===== src/rtl/core/slcan_pkg.sv =====
// ----------------------------------------------------------------------------
// slcan_pkg
// Shared types, character codes and the hex digit decoder for the SLCAN
// line parser.
// ----------------------------------------------------------------------------
`default_nettype none

package slcan_pkg;

	// character codes
	localparam logic [7:0] CHAR_CR      = 8'h0D;
	localparam logic [7:0] CHAR_LF      = 8'h0A;
	localparam logic [7:0] CHAR_STD_LO  = 8'h74; // 't'
	localparam logic [7:0] CHAR_STD_UP  = 8'h54; // 'T'

	// number of data byte fields in a frame on the output bus
	localparam int unsigned FRAME_BYTES = 8;

	// line layout
	localparam int unsigned POS_LEN   = 4;
	localparam int unsigned POS_DATA  = 5;
	localparam int unsigned MIN_CHARS = 5;

	// one classified character as it travels from the front to the back
	typedef struct packed {
		logic       eol;    // CR or LF
		logic       is_std; // 't' or 'T'
		logic [3:0] nib;    // hex value, 0 for a non-hex character
	} item_t;

	function automatic logic [3:0] hex_nibble(input logic [7:0] ch);
		logic [3:0] res;
		res = 4'h0;
		if (ch >= 8'h30 && ch <= 8'h39) begin
			res = 4'(ch - 8'h30);
		end else if (ch >= 8'h41 && ch <= 8'h46) begin
			res = 4'(ch - 8'h37);
		end else if (ch >= 8'h61 && ch <= 8'h66) begin
			res = 4'(ch - 8'h57);
		end
		return res;
	endfunction

endpackage

`default_nettype wire


===== src/rtl/core/slcan_front.sv =====
// ----------------------------------------------------------------------------
// slcan_front
// Input stage: accepts characters and registers their classification.
// ----------------------------------------------------------------------------
`default_nettype none

module slcan_front (
	input  wire logic               clk,
	input  wire logic               arst_n,
	input  wire logic               in_valid,
	output logic                    in_ready,
	input  wire logic [7:0]         in_char,
	output logic                    out_valid,
	input  wire logic               out_ready,
	output slcan_pkg::item_t        out_item
);
	import slcan_pkg::*;

	logic  valid_s1;
	item_t item_s1;
	item_t item_next;

	assign in_ready  = !valid_s1 || out_ready;
	assign out_valid = valid_s1;
	assign out_item  = item_s1;

	always_comb begin
		item_next.eol    = (in_char == CHAR_CR) || (in_char == CHAR_LF);
		item_next.is_std = (in_char == CHAR_STD_LO) || (in_char == CHAR_STD_UP);
		item_next.nib    = hex_nibble(in_char);
	end

	always_ff @(posedge clk or negedge arst_n) begin
		if (!arst_n) begin
			valid_s1 <= 1'b0;
		end else if (in_ready) begin
			valid_s1 <= in_valid;
		end
	end

	always_ff @(posedge clk) begin
		if (in_valid && in_ready) begin
			item_s1 <= item_next;
		end
	end

endmodule

`default_nettype wire


===== src/rtl/core/slcan_fifo.sv =====
// ----------------------------------------------------------------------------
// slcan_fifo
// Two-entry queue between the classifying front and the frame back end.
// ----------------------------------------------------------------------------
`default_nettype none

module slcan_fifo (
	input  wire logic               clk,
	input  wire logic               arst_n,
	input  wire logic               push_valid,
	output logic                    push_ready,
	input  wire slcan_pkg::item_t   push_item,
	output logic                    pop_valid,
	input  wire logic               pop_ready,
	output slcan_pkg::item_t        pop_item,
	output logic [1:0]              level
);
	import slcan_pkg::*;

	item_t      slot_q [2];
	logic       wr_ptr_q;
	logic       rd_ptr_q;
	logic [1:0] count_q;
	logic       do_push;
	logic       do_pop;

	assign push_ready = (count_q != 2'd2);
	assign pop_valid  = (count_q != 2'd0);
	assign pop_item   = slot_q[rd_ptr_q];
	assign level      = count_q;
	assign do_push    = push_valid && push_ready;
	assign do_pop     = pop_valid && pop_ready;

	always_ff @(posedge clk or negedge arst_n) begin
		if (!arst_n) begin
			wr_ptr_q <= 1'b0;
			rd_ptr_q <= 1'b0;
			count_q  <= 2'd0;
		end else begin
			if (do_push) wr_ptr_q <= !wr_ptr_q;
			if (do_pop)  rd_ptr_q <= !rd_ptr_q;
			case ({do_push, do_pop})
				2'b10:   count_q <= count_q + 2'd1;
				2'b01:   count_q <= count_q - 2'd1;
				default: count_q <= count_q;
			endcase
		end
	end

	always_ff @(posedge clk) begin
		if (do_push) begin
			slot_q[wr_ptr_q] <= push_item;
		end
	end

endmodule

`default_nettype wire


===== src/rtl/core/slcan_back.sv =====
// ----------------------------------------------------------------------------
// slcan_back
// Line assembler: tracks the line position, collects id, length and data
// nibbles, checks the line at CR/LF and registers the finished frame.
// ----------------------------------------------------------------------------
`default_nettype none

module slcan_back #(
	parameter int unsigned LINE_BYTES = 32,
	parameter int unsigned MAX_DATA   = 8
) (
	input  wire logic               clk,
	input  wire logic               arst_n,
	input  wire logic               in_valid,
	output logic                    in_ready,
	input  wire slcan_pkg::item_t   in_item,
	output logic                    frame_valid,
	input  wire logic               frame_ready,
	output logic [11:0]             frame_id,
	output logic [3:0]              frame_len,
	output logic [slcan_pkg::FRAME_BYTES*8-1:0] frame_payload
);
	import slcan_pkg::*;

	localparam int unsigned CW          = $clog2(LINE_BYTES);
	localparam int unsigned STORE_DEPTH = LINE_BYTES - 1;
	localparam int unsigned CMP_W       = (CW > 6) ? CW : 6;

	logic [CW-1:0] count_q;
	logic          first_ok_q;
	logic [11:0]   id_q;
	logic [3:0]    len_q;
	logic [7:0]    data_q [MAX_DATA];

	logic          out_valid_q;
	logic [11:0]   out_id_q;
	logic [3:0]    out_len_q;
	logic [FRAME_BYTES*8-1:0] out_data_q;

	logic             take;
	logic             store_char;
	logic             line_ok;
	logic [CMP_W-1:0] need_chars;
	logic [CMP_W-1:0] have_chars;
	logic [FRAME_BYTES*8-1:0] masked_data;

	assign in_ready      = !out_valid_q || frame_ready;
	assign take          = in_valid && in_ready;
	assign store_char    = !in_item.eol && (count_q < CW'(STORE_DEPTH));
	assign frame_valid   = out_valid_q;
	assign frame_id      = out_id_q;
	assign frame_len     = out_len_q;
	assign frame_payload = out_data_q;

	// line check at CR/LF
	always_comb begin
		need_chars = CMP_W'(MIN_CHARS) + (CMP_W'(len_q) << 1);
		have_chars = CMP_W'(count_q);
		line_ok    = (count_q != '0) && first_ok_q
			&& (have_chars >= CMP_W'(MIN_CHARS))
			&& (len_q <= 4'(MAX_DATA))
			&& (have_chars >= need_chars);
	end

	// bytes at or beyond the length read as zero
	for (genvar k = 0; k < FRAME_BYTES; k++) begin : g_mask
		if (k < MAX_DATA) begin : g_used
			assign masked_data[k*8 +: 8] = (4'(k) < len_q) ? data_q[k] : 8'h00;
		end else begin : g_unused
			assign masked_data[k*8 +: 8] = 8'h00;
		end
	end

	always_ff @(posedge clk or negedge arst_n) begin
		if (!arst_n) begin
			count_q     <= '0;
			out_valid_q <= 1'b0;
		end else begin
			if (take && in_item.eol && line_ok) begin
				out_valid_q <= 1'b1;
			end else if (frame_valid && frame_ready) begin
				out_valid_q <= 1'b0;
			end
			if (take) begin
				if (in_item.eol) begin
					count_q <= '0;
				end else if (store_char) begin
					count_q <= count_q + CW'(1);
				end else begin
					// buffer full: drop the character and restart the line
					count_q <= '0;
				end
			end
		end
	end

	// header fields and data nibbles of the line under assembly, high digit first
	always_ff @(posedge clk) begin
		if (take && store_char) begin
			if (count_q == CW'(0)) first_ok_q <= in_item.is_std;
			if (count_q == CW'(1)) id_q[11:8] <= in_item.nib;
			if (count_q == CW'(2)) id_q[7:4]  <= in_item.nib;
			if (count_q == CW'(3)) id_q[3:0]  <= in_item.nib;
			if (count_q == CW'(POS_LEN)) len_q <= in_item.nib;
			for (int k = 0; k < MAX_DATA; k++) begin
				if (count_q == CW'(POS_DATA + 2*k))     data_q[k][7:4] <= in_item.nib;
				if (count_q == CW'(POS_DATA + 2*k + 1)) data_q[k][3:0] <= in_item.nib;
			end
		end
	end

	always_ff @(posedge clk) begin
		if (take && in_item.eol && line_ok) begin
			out_id_q   <= id_q;
			out_len_q  <= len_q;
			out_data_q <= masked_data;
		end
	end

endmodule

`default_nettype wire


===== src/rtl/core/slcan_line_to_can_frame_parser_unit.sv =====
// end of line: a taken CR/LF passes the front register, a queue slot and the
//   output register before m_tvalid rises
// throughput: one character per cycle, sustained while the frame output is taken
// a waiting frame holds the output register; the 2-entry queue and the front
//   register keep taking characters until they fill
// reset: arst_n clears the line position, queue and valid flags at once
// ----------------------------------------------------------------------------
// slcan_line_to_can_frame_parser_unit
// Parses SLCAN 't'/'T' lines from an ASCII character stream into CAN frames.
// ----------------------------------------------------------------------------
`default_nettype none

module slcan_line_to_can_frame_parser_unit #(
	parameter int unsigned LINE_BYTES = 32, // line buffer size, holds LINE_BYTES-1 chars
	parameter int unsigned MAX_DATA   = 8   // largest accepted data length
) (
	input  wire logic        clk,
	input  wire logic        arst_n,
	// character input
	input  wire logic        s_tvalid,
	output logic             s_tready,
	input  wire logic [7:0]  s_tdata,  // [7:0] rx_char
	// frame output
	output logic             m_tvalid,
	input  wire logic        m_tready,
	output logic [79:0]      m_tdata   // [11:0] frame_id, [15:12] frame_len,
	                                   // [23:16] byte0 .. [79:72] byte7
);
	import slcan_pkg::*;

	// front to queue
	logic  fr_valid;
	logic  fr_ready;
	item_t fr_item;

	// queue to back end
	logic       q_valid;
	logic       q_ready;
	item_t      q_item;
	logic [1:0] q_level;

	logic [11:0]              frame_id;
	logic [3:0]               frame_len;
	logic [FRAME_BYTES*8-1:0] frame_payload;

	// classify each character and register it
	slcan_front u_front (
		.clk       (clk),
		.arst_n    (arst_n),
		.in_valid  (s_tvalid),
		.in_ready  (s_tready),
		.in_char   (s_tdata),
		.out_valid (fr_valid),
		.out_ready (fr_ready),
		.out_item  (fr_item)
	);

	// short queue so the front keeps taking characters while a frame waits
	slcan_fifo u_fifo (
		.clk        (clk),
		.arst_n     (arst_n),
		.push_valid (fr_valid),
		.push_ready (fr_ready),
		.push_item  (fr_item),
		.pop_valid  (q_valid),
		.pop_ready  (q_ready),
		.pop_item   (q_item),
		.level      (q_level)
	);

	// line assembly, check at end of line, output register
	slcan_back #(
		.LINE_BYTES (LINE_BYTES),
		.MAX_DATA   (MAX_DATA)
	) u_back (
		.clk           (clk),
		.arst_n        (arst_n),
		.in_valid      (q_valid),
		.in_ready      (q_ready),
		.in_item       (q_item),
		.frame_valid   (m_tvalid),
		.frame_ready   (m_tready),
		.frame_id      (frame_id),
		.frame_len     (frame_len),
		.frame_payload (frame_payload)
	);

	assign m_tdata = {frame_payload, frame_len, frame_id};

`ifndef SYNTHESIS
	// the queue never holds more than its two slots
	a_queue_level: assert property (@(posedge clk) disable iff (!arst_n)
		q_level != 2'd3)
		else $error("queue level out of range");

	// a new frame only follows a CR/LF leaving the queue
	a_frame_from_eol: assert property (@(posedge clk) disable iff (!arst_n)
		$rose(m_tvalid) |-> $past(q_valid && q_ready && q_item.eol))
		else $error("frame without end of line");

	// the length of a frame never exceeds the data limit
	a_len_limit: assert property (@(posedge clk) disable iff (!arst_n)
		m_tvalid |-> (m_tdata[15:12] <= 4'(MAX_DATA)))
		else $error("frame length above limit");

	// a frame without data carries all-zero data bytes
	a_zero_fill: assert property (@(posedge clk) disable iff (!arst_n)
		(m_tvalid && m_tdata[15:12] == 4'd0) |-> (m_tdata[79:16] == 64'd0))
		else $error("unused data bytes not zero");
`endif

endmodule

`default_nettype wire

===== config.mk =====
export PLATFORM = sky130hd
export DESIGN_NAME = slcan_line_to_can_frame_parser_unit
export DESIGN_NICKNAME = d
export VERILOG_FILES = /design/src/rtl/core/slcan_pkg.sv /design/src/rtl/core/slcan_front.sv /design/src/rtl/core/slcan_fifo.sv /design/src/rtl/core/slcan_back.sv /design/src/rtl/core/slcan_line_to_can_frame_parser_unit.sv
export SDC_FILE = /design/constraint.sdc
export NUM_CORES = 1
export LEC_CHECK = 0
export BUFFER_PORTS_ARGS = -buffer_cell sky130_fd_sc_hd__buf_4
export CORE_ASPECT_RATIO = 0.9
export CORE_MARGIN = 3
export CORE_UTILIZATION = 30
export CTS_CLUSTER_SIZE = 8
export DETAILED_ROUTE_END_ITERATION = 10
export PLACE_DENSITY = 0.51
export SLEW_MARGIN = 0
export SYNTH_ARGS = -nofsm -noshare
export SYNTH_HDL_FRONTEND = slang
export SYNTH_SLANG_ARGS = --single-unit

===== constraint.sdc =====
create_clock -name clk -period 8.7 [get_ports clk]
set_clock_uncertainty 0.2 [all_clocks]
set_input_delay 1.305 -clock clk [delete_from_list [all_inputs] [get_ports clk]]
set_output_delay 1.305 -clock clk [all_outputs]
set_load 0.005 [all_outputs]

==> results of run 1 <==
==> layer usage <==
metal	track usage [%]	wire length (µm)	vias up
met5	0	0	-
met4	3.818	185	0
met3	3.632	777	15
met2	16.29	6060	97
met1	13.12	5837	1687
li1	-	-	1712
==> report_power, final <==
part / internal, mW / switching, mW
sequential: 1.12 / 0.0538
combinational: 0.0920 / 0.200
clock: 0.422 / 0.374
==> cell type report <==
cell class / count / area share (%)
flip-flops and latches: 190 / 64.14
multi-input cells: 192 / 15.91
repair buffers: 94 / 8.010
clock buffers: 17 / 4.829
well taps: 297 / 4.218
clock inverters: 15 / 2.471
inverters: 10 / 0.4261
==> registers in the layout (all words and copies together) (netlist names) <==
name and cells:
u_back.data_q 64, u_back.first_ok_q 1, u_fifo.rd_ptr_q 1, u_front.out_valid 1, u_back.frame_len 4, u_back.len_q 4
u_back.frame_id 12, u_back.frame_valid 1, u_fifo.slot_q 12, u_back.id_q 12, u_back.count_q 5, u_fifo.level 2
u_fifo.wr_ptr_q 1, u_back.frame_payload 64, u_front.out_item 6
==> worst max-delay path, cell delays in order, from the launching register on <==
cell      delay, ns
edfxtp_1       0.53
ha_1           0.28
xnor2_1        0.13
ha_1           0.32
nand3_1        0.09
o22ai_1        0.16
nor2_1         0.10
nor3_2         0.17
buf_4          0.72
==> worst paths after layout <==
path                       slack [ns]  cells after the start                  endpoint            start
min reg2reg                      0.22                      0       u_back.frame_id[11]  u_back.id_q[11]
max in group asynchronous        7.64                      1        u_back.frame_valid           arst_n
max                              5.50                      8  u_back.frame_payload[56]  u_back.len_q[1]
min in group asynchronous        0.50                      1         u_front.out_valid           arst_n
max reg2reg                      5.50                      8  u_back.frame_payload[56]  u_back.len_q[1]
min                              0.22                      0       u_back.frame_id[11]  u_back.id_q[11]
==> metrics by stage <==
| step | utilization (%) | instances |
|---|---|---|
| after CTS | 38.44 | 815 |
| after floorplan | - | 401 |
| after detailed placement | 35.63 | 783 |
| final | 38.47 | 815 |
| after global placement | 35.63 | 783 |
| after global routing | 38.47 | 815 |
==> synthesized netlist by cell type (4+ instances only) <==
cell,count
and2_1,34
clkbuf_1,7
dfrtp_1,11
edfxtp_1,179
ha_1,15
inv_1,10
mux2_2,6
nand2_1,7
nand2b_1,4
nor2_1,11
nor2b_1,50
nor3_1,6
o21ai_0,5
xnor2_1,5
==> kinds of logic after synthesis <==
group / synth area share (%)
simple gates: 11.76
mux: 1.439
xor+xnor: 0.7374
compound gates: 2.932
flops: 79.28
buf+inv: 1.211
fa+ha+maj: 2.633
==> impl_metrics.env, run 1 <==
export IMPL_layout_min_cycle_time_ns=3.195
export IMPL_finalInstanceArea_um2=8810
export IMPL_synth_cell_types=45
export IMPL_cts_tree="built"
export IMPL_syn_cell_area_um2=7127
export IMPL_start_kind="register"
export IMPL_cts_setup_buffers=0
export IMPL_dpl_cell_area_um2=8160
export IMPL_grt_pass1_vias=3526
export IMPL_cap_violations=0
export IMPL_hold_class="reg -> reg"
export IMPL_hold_violations=0
export IMPL_antenna_found_initial=0
export IMPL_drc=0
export IMPL_grt_pass1_wl_um=20020
export IMPL_clkTransAtPathRegs_ns=0.08
export IMPL_synthCells=401
export IMPL_mostFrequentLayoutCell="edfxtp_1"
export IMPL_cts_resized=0
export IMPL_die_area_um2=25640
export IMPL_first_pass_iters=4
export IMPL_mostFrequentLayoutCells="edfxtp_1 (179), buf_4 (94), nor2b_1 (50)"
export IMPL_clock_sinks=190
export IMPL_setup_ws_ns=5.505
export IMPL_n_fill_cell=2145
export IMPL_grt_max_degree=81
export IMPL_synth_top_area_cell="edfxtp_1"
export IMPL_path_class="reg -> reg"
export IMPL_crit_path_end_kind="register"
export IMPL_cts_root_buf="clkbuf_16"
export IMPL_row_count=52
export IMPL_fp_dieW_um=168.5
export IMPL_p_per_area_nw_per_um2=257.2
export IMPL_period_share_pct=36.73
export IMPL_synth_top_area_share_pct=75.42
export IMPL_coreArea_um2=22900
export IMPL_clk_path_buf_depth=2
export IMPL_gp_congestion=0.7712
export IMPL_ctsHtreeMaxLevel=4
export IMPL_worst_slew_pin_slew_ns=1.004
export IMPL_multi_input_area_um2=1401
export IMPL_via_per_inst=4.308
export IMPL_setup_viol=0
export IMPL_path_max_fanout=80
export IMPL_fin_hold_ws_ns=0.2238
export IMPL_rsz0062_at_grt="false"
export IMPL_pre_cts_slack_ns=5.135
export IMPL_syn_area_per_cell_um2=17.77
export IMPL_synth_nets=428
export IMPL_pin_count=94
export IMPL_start_util_pct=31.12
export IMPL_async_reset_ff_share_pct=5.789
export IMPL_fmax_ghz=0.3130
export IMPL_p_total_mw=2.266
export IMPL_hpwlAfterDp_um=8486
export IMPL_ant_nets=0
export IMPL_synth_seq_cells=190
export IMPL_ys_seq_area_share_pct=79.28
export IMPL_io_buffers=93
export IMPL_final_nets=532
export IMPL_slew_headroom_pct=33.06
export IMPL_synth_edf_count=179
export IMPL_yosys_warnings=0
export IMPL_postCtsHoldBufs=0
export IMPL_routed_wl_um=12860
export IMPL_critPathArrivalTime_ns=3.05
export IMPL_required_ns=8.55
export IMPL_fin_tns_setup_ns=0
export IMPL_ys_flop_type="edfxtp_1"
export IMPL_vdd_drop_max_v=0.0001027
export IMPL_vias=3511
export IMPL_insertion_delay_ns=0.43
export IMPL_cts_buffers=17
export IMPL_overflow=0
export IMPL_seq_area_um2=5650
export IMPL_antennaDiodeCount=0
export IMPL_drt_initial_drc_count=150
export IMPL_finalMaxSlewViolations=0
export IMPL_drive_above_1_share_pct=27.22
export IMPL_power_leakage_nw=3.121
export IMPL_fp_dieH_um=152.2
export IMPL_status="complete, no violations"
export IMPL_grt_total_usage_pct=10.31
export IMPL_area_growth_pct=23.61
export IMPL_synth_area_top_cells="edfxtp_1 (75%), nor2b_1 (4.4%), dfrtp_1 (3.9%)"
export IMPL_post_drt_wl_per_cell_um=15.78
(Power assumes the default switching activity.)
==> run 2, diff against run 1 <==
--- a/config.mk
+++ b/config.mk
@@ -5,13 +5,14 @@
 export SDC_FILE = /design/constraint.sdc
 export NUM_CORES = 1
 export LEC_CHECK = 0
+export ABC_AREA = 1
 export BUFFER_PORTS_ARGS = -buffer_cell sky130_fd_sc_hd__buf_4
 export CORE_ASPECT_RATIO = 0.9
 export CORE_MARGIN = 3
 export CORE_UTILIZATION = 30
 export CTS_CLUSTER_SIZE = 8
 export DETAILED_ROUTE_END_ITERATION = 10
-export PLACE_DENSITY = 0.51
+export PLACE_DENSITY = 0.53
 export SLEW_MARGIN = 0
 export SYNTH_ARGS = -nofsm -noshare
 export SYNTH_HDL_FRONTEND = slang
==> constraint.sdc (replaced) <==
create_clock -name clk -period 2.72 [get_ports clk]
set_clock_uncertainty 0.2 [all_clocks]
set_input_delay 0.408 -clock clk [delete_from_list [all_inputs] [get_ports clk]]
set_output_delay 0.408 -clock clk [all_outputs]
set_load 0.005 [all_outputs]
==> run 2 against run 1 <==
  * Worst hold slack worse by 0.15 ns
  * Sequential share of layout area fell by 1.0 points
  * Cell area grew 1.6%
  * Utilization fell by 0.45 points
  * Synthesized area grew 1.5%
  * Maximum frequency grew 28%
  * Register-to-register slack got worse by 5.3 ns
  * Wire length rose by 5.0%
  * Combinational power rose to 4.0 times the previous value
==> impl_metrics.env, run 2 <==
export IMPL_clk_path_buf_depth=2
export IMPL_vdd_drop_max_v=0.0004476
export IMPL_die_area_um2=26010
export IMPL_hold_violations=0
export IMPL_fp_dieW_um=169.7
export IMPL_crit_path_cell_trace="ha_1 > inv_1 > ha_1 > nand2_1 > nand2_1 > nand3_1 > nand2_1 > inv_1 > nand2_1 > nand3_2 > clkinvlp_4 > buf_4"
export IMPL_synth_top_area_share_pct=74.33
export IMPL_start_kind="register"
export IMPL_syn_area_per_cell_um2=13.62
export IMPL_seq_power_share_pct=52.7
export IMPL_rr_endpoint="u_back.frame_payload[37]"
export IMPL_setup_viol=0
export IMPL_crit_path_frequent_cell="nand2_1"
export IMPL_grt_max_degree=57
export IMPL_switching_share_pct=28.39
export IMPL_via_per_inst=4.118
export IMPL_cpPeakStageDelay_ns=0.40
export IMPL_io_buffers=93
export IMPL_period_share_pct=91.66
export IMPL_hpwlAfterDp_um=9543
export IMPL_rsz0062_at_grt="false"
export IMPL_synth_edf_count=179
export IMPL_drt_initial_drc_count=199
export IMPL_finalInstanceArea_um2=8950
export IMPL_worst_slew_pin_slew_ns=0.9986
export IMPL_syn_cell_area_um2=7232
export IMPL_critPathArrivalTime_ns=2.41
export IMPL_mostFrequentLayoutCell="edfxtp_1"
export IMPL_clock_sinks=190
export IMPL_p_per_area_nw_per_um2=803.2
export IMPL_synthSimpleGateAreaFrac_pct=10.97
export IMPL_overflow=0
export IMPL_ctsHtreeMaxLevel=4
export IMPL_r2r_cells=12
export IMPL_r2r_slack_ns=0.23
export IMPL_synth_fa_ha_area_share_pct=2.595
export IMPL_worst_path_max_delay_cell="edfxtp_1"
export IMPL_synth_compound_area_share_pct=1.522
export IMPL_required_ns=2.64
export IMPL_finalMaxSlewViolations=0
export IMPL_insertion_delay_ns=0.42
export IMPL_pin_count=94
export IMPL_internal_power_mw=5.148
export IMPL_cts_buffers=17
export IMPL_status="complete, no violations"
export IMPL_dpl_cell_area_um2=8349
export IMPL_fp_dieH_um=153.3
export IMPL_path_class="reg -> reg"
export IMPL_synth_top_area_cell="edfxtp_1"
export IMPL_synth_cell_types=30
export IMPL_hold_path_depth=2
export IMPL_post_drt_wl_per_cell_um=14.00
export IMPL_cts_tree="built"
export IMPL_area_growth_pct=23.75
export IMPL_ys_seq_area_share_pct=78.13
export IMPL_p_comb_share_pct=16.2
export IMPL_min_delay_start="s_tdata[7]"
export IMPL_antennaDiodeCount=0
export IMPL_row_count=53
export IMPL_cts_root_buf="clkbuf_16"
export IMPL_final_nets=678
export IMPL_gp_congestion=0.8445
export IMPL_cap_violations=0
export IMPL_clkTransAtPathRegs_ns=0.07
export IMPL_synth_area_top_cells="edfxtp_1 (74%), inv_1 (5.2%), nor2_1 (4.8%)"
export IMPL_ant_nets=0
export IMPL_mostFrequentLayoutCells="edfxtp_1 (179), buf_4 (102), inv_1 (99)"
export IMPL_antenna_found_initial=0
export IMPL_final_util_pct=38.02
export IMPL_power_switching_mw=2.041
export IMPL_grt_pass1_wl_um=20670
export IMPL_vias=3974
export IMPL_drive_above_1_share_pct=22.78
export IMPL_rr_startpoint="u_back.len_q[2]"
export IMPL_fmax_ghz=0.4011
export IMPL_synthXorXnorAreaFrac_pct=0.7266
export IMPL_synth_top_family_by_area="simple AND/OR/NAND/NOR gates"
export IMPL_synthCells=531
export IMPL_hold_path_endpoint="u_front.out_item[4]"
export IMPL_grt_pass1_vias=3930
export IMPL_async_reset_ff_share_pct=5.789
export IMPL_ys_flop_type="edfxtp_1"
export IMPL_first_pass_iters=5
export IMPL_grt_total_usage_pct=10.39
export IMPL_yosys_warnings=0
export IMPL_slew_headroom_pct=33.27
export IMPL_path_max_fanout=16
export IMPL_setup_ws_ns=0.2270
export IMPL_layout_min_cycle_time_ns=2.493
export IMPL_routed_wl_um=13510
export IMPL_crit_path_end_kind="register"
export IMPL_hold_class="in -> reg"
export IMPL_cts_resized=0
export IMPL_coreArea_um2=23540
export IMPL_synth_most_common_cell="edfxtp_1"
export IMPL_synthTopCellsByCount="edfxtp_1 (179), inv_1 (100), nor2_1 (92)"
export IMPL_pre_cts_slack_ns=0.1347
export IMPL_pwr_share_clk_pct=31.1
export IMPL_synth_seq_cells=190
export IMPL_power_leakage_nw=3.633
export IMPL_drc=0
export IMPL_synthMuxAreaShare_pct=0.1384
export IMPL_synth_nets=558
export IMPL_start_util_pct=30.72
run 2: how the worst max path moves through the flow:
stage	from	endpoint	depth (start not counted)	slack, ns
2_1_floorplan	u_back.len_q[2]	u_back.frame_id[0]	11	-0.51
5_1_grt	u_back.len_q[2]	u_back.frame_payload[46]	12	0.07
4_1_cts	u_back.len_q[1]	u_back.frame_payload[11]	12	0.13
3_5_place_dp	u_back.len_q[1]	u_back.frame_payload[22]	12	0.13
6_report	u_back.len_q[2]	u_back.frame_payload[37]	12	0.23
3_3_place_gp	u_back.len_q[1]	u_back.frame_payload[21]	12	0.24
run 2: kinds of logic (layout without fill, tap and decap cells):
| kind of cell | Yosys count | count (layout) |
|---|---|---|
| flops | 190 | 190 |
| simple gates | 189 | 189 |
| buf+inv | 110 | 242 |
| compound gates | 20 | 20 |
| fa+ha+maj | 15 | 15 |
| xor+xnor | 6 | 6 |
| mux | 1 | 1 |
run 2: critical path: cells and delay by family, from the launching register on:
kind	cells	cell delay, ns
AND/OR/NAND/NOR	6	0.44
flip-flops	1	0.40
adder cells (fa/ha/maj)	2	0.59
buffers and inverters	4	0.54
run 2: what timing repair did:
item / in CTS / in global routing
hold endpoints to repair: 12 / 0
hold buffers: 2 / 0
endpoints found under the setup margin: 0 / 56
buffers inserted: 0 / 3
run 2: power by group through the flow:
| stage | Clock [mW] | Sequential (mW) | Combinational [mW] |
|---|---|---|---|
| final | 2.23 | 3.79 | 1.16 |
| after floorplan | 0 | 3.78 | 0.803 |
| after CTS | 2.31 | 3.79 | 1.20 |
| after global placement | 0 | 3.84 | 1.14 |
| after global routing | 2.43 | 3.81 | 1.31 |
| after detailed placement | 0 | 3.86 | 1.19 |
run 2: metal layers:
metal / share of wire, % / global-route usage, %
met5: 0 / 0
met4: 1.4 / 3.427
met3: 5.3 / 3.181
met2: 49 / 17.39
met1: 44 / 12.83
run 2: per-stage QoR:
| step | hold slack [ns] | setup TNS [ns] | cells | power, mW |
|---|---|---|---|---|
| 6_report | 0.07134 | 0 | 965 | 7.188 |
| 5_1_grt | 0.05879 | 0 | 965 | 7.555 |
| 4_1_cts | 0.04611 | 0 | 961 | 7.299 |
| 3_5_place_dp | 0.06053 | 0 | 928 | 5.045 |
| 3_3_place_gp | 0.05569 | 0 | 928 | 4.978 |
| 2_1_floorplan | -0.08759 | -41.15 | 531 | 4.588 |
run 2: cell type report:
type	count	area, µm²
Clock buffer	18	429.2
Inverter	105	399.1
Fill cell	2199	14590
Sequential cell	190	5650
Clock inverter	13	103.9
Timing Repair Buffer	106	830.8
Multi-Input combinational cell	231	1159
Tap cell	302	377.9
==> run 3, diff against run 2 <==
--- a/config.mk
+++ b/config.mk
@@ -9,10 +9,10 @@
 export BUFFER_PORTS_ARGS = -buffer_cell sky130_fd_sc_hd__buf_4
 export CORE_ASPECT_RATIO = 0.9
 export CORE_MARGIN = 3
-export CORE_UTILIZATION = 30
+export CORE_UTILIZATION = 52
 export CTS_CLUSTER_SIZE = 8
 export DETAILED_ROUTE_END_ITERATION = 10
-export PLACE_DENSITY = 0.53
+export PLACE_DENSITY = 0.8
 export SLEW_MARGIN = 0
 export SYNTH_ARGS = -nofsm -noshare
 export SYNTH_HDL_FRONTEND = slang
==> run 3 against run 2 <==
  * Worst hold slack better by 0.0054 ns
  * Sequential share of layout area increased by 1.0 points
  * Critical path depth stayed put
  * Maximum frequency rose by 1.8%
  * Via count rose by 4.2%
  * Utilization is 27 points higher
  * Sequential power is essentially flat
  * Wire length shrank 6.0%
  * Clock power is 11% higher
  * First-iteration DRC count is 72% higher
  * Register-to-register slack improved by 0.04 ns
==> impl_metrics.env, run 3 (synthesis gave the netlist of run 2 again) <==
export IMPL_worst_slew_pin_slew_ns=0.8045
export IMPL_path_class="reg -> reg"
export IMPL_p_total_mw=7.385
export IMPL_ant_nets=0
export IMPL_postCtsHoldBufs=2
export IMPL_start_kind="register"
export IMPL_cts_resized=0
export IMPL_io_buffers=93
export IMPL_p_per_area_nw_per_um2=838.6
export IMPL_grt_total_usage_pct=17.49
export IMPL_setup_viol=0
export IMPL_cts_root_buf="clkbuf_16"
export IMPL_path_max_fanout=63
export IMPL_ctsHtreeMaxLevel=4
export IMPL_n_fill_cell=908
export IMPL_coreArea_um2=13460
export IMPL_final_util_pct=65.42
export IMPL_fp_dieW_um=130.3
export IMPL_hold_violations=0
export IMPL_power_leakage_nw=3.642
export IMPL_status="complete, no violations"
export IMPL_fp_dieH_um=117.9
export IMPL_antennaDiodeCount=0
export IMPL_layout_min_cycle_time_ns=2.449
export IMPL_cap_violations=0
export IMPL_cts_buffers=17
export IMPL_dpl_cell_area_um2=8189
export IMPL_routed_wl_um=12700
export IMPL_insertion_delay_ns=0.43
export IMPL_finalMaxSlewViolations=0
export IMPL_rr_startpoint="u_back.len_q[1]"
export IMPL_critPathArrivalTime_ns=2.35
export IMPL_gp_congestion=0.8666
export IMPL_period_share_pct=90.04
export IMPL_first_pass_iters=5
export IMPL_min_delay_start="s_tdata[7]"
export IMPL_drc=0
export IMPL_clock_sinks=190
export IMPL_fmax_ghz=0.4083
export IMPL_vias=4141
export IMPL_required_ns=2.62
export IMPL_clk_path_buf_depth=2
export IMPL_final_nets=675
export IMPL_hpwlAfterDp_um=8568
export IMPL_grt_max_degree=64
export IMPL_via_per_inst=4.995
export IMPL_hold_class="in -> reg"
export IMPL_pin_count=94
export IMPL_finalInstanceArea_um2=8807
export IMPL_cts_tree="built"
export IMPL_die_area_um2=15360
export IMPL_drive_above_1_share_pct=22.84
export IMPL_mostFrequentLayoutCell="edfxtp_1"
export IMPL_cts_setup_buffers=0
export IMPL_grt_pass1_wl_um=20240
export IMPL_crit_path_end_kind="register"
export IMPL_start_util_pct=53.72
export IMPL_grt_pass1_vias=3977
export IMPL_antenna_found_initial=0
export IMPL_clkTransAtPathRegs_ns=0.06
export IMPL_row_count=40
export IMPL_area_growth_pct=21.78
export IMPL_vdd_drop_max_v=0.0005369
export IMPL_mostFrequentLayoutCells="edfxtp_1 (179), buf_4 (100), inv_1 (99)"
export IMPL_slew_headroom_pct=46.23
export IMPL_overflow=0
export IMPL_worstSetupStartpoint="u_back.len_q[1]"
export IMPL_post_drt_wl_per_cell_um=15.32
export IMPL_rsz0062_at_grt="false"
export IMPL_drt_initial_drc_count=343
==> run 3: area by class of cell <==
cell class / instances / area, µm² / area share, %
flip-flops and latches: 190 / 5650 / 64.16
multi-input cells: 231 / 1159 / 13.16
repair buffers: 103 / 790.8 / 8.979
clock buffers: 17 / 425.4 / 4.830
inverters: 105 / 399.1 / 4.532
well taps: 168 / 210.2 / 2.387
clock inverters: 15 / 172.7 / 1.961
==> run 3: worst max-delay path: stages (launching register included) <==
cell and delay, ns:
edfxtp_1 0.42, ha_1 0.30, inv_1 0.04, ha_1 0.28, nand2_1 0.05, nand2_1 0.05
nand3_1 0.06, nand2_1 0.06, inv_1 0.03, nand2_1 0.06, nand3_2 0.11, clkinvlp_4 0.12
buf_12 0.28
==> run 3: power by group <==
group	switching, mW	total, mW	leakage, nW	internal [mW]
logic	0.833	1.13	1.58	0.296
registers	0.120	3.78	1.77	3.66
clock network	1.09	2.47	0.289	1.38
==> run 3: stage by stage <==
stage / setup WS [ns] / hold slack, ns / std cells / setup TNS, ns
2_1_floorplan: -0.5144 / -0.08759 / 531 / -41.15
3_3_place_gp: 0.3904 / 0.05356 / 795 / 0
3_5_place_dp: 0.3240 / 0.05690 / 795 / 0
4_1_cts: 0.2811 / 0.05384 / 829 / 0
5_1_grt: 0.1255 / 0.06165 / 829 / 0
6_report: 0.2709 / 0.07674 / 829 / 0
==> run 3: final timing paths <==
| check | endpoint | slack, ns | depth (start not counted) |
|---|---|---|---|
| hold reg to reg | u_back.frame_id[9] | 0.22 | 0 |
| setup / recovery | u_back.frame_payload[39] | 0.27 | 12 |
| hold / removal | u_front.out_item[4] | 0.08 | 2 |
| max in group asynchronous | u_fifo.rd_ptr_q | 2.03 | 2 |
| min in group asynchronous | u_fifo.wr_ptr_q | 0.14 | 2 |
| setup reg to reg | u_back.frame_payload[39] | 0.27 | 12 |
==> run 3: per-layer routing <==
metal / global-route usage [%] / vias to the layer above / part of all wire (%)
met1: 21.64 / 1962 / 40
met5: 0 / - / 0
met4: 7.468 / 0 / 2.1
met3: 5.127 / 24 / 7.1
met2: 28.56 / 173 / 51
li1: - / 1982 / -
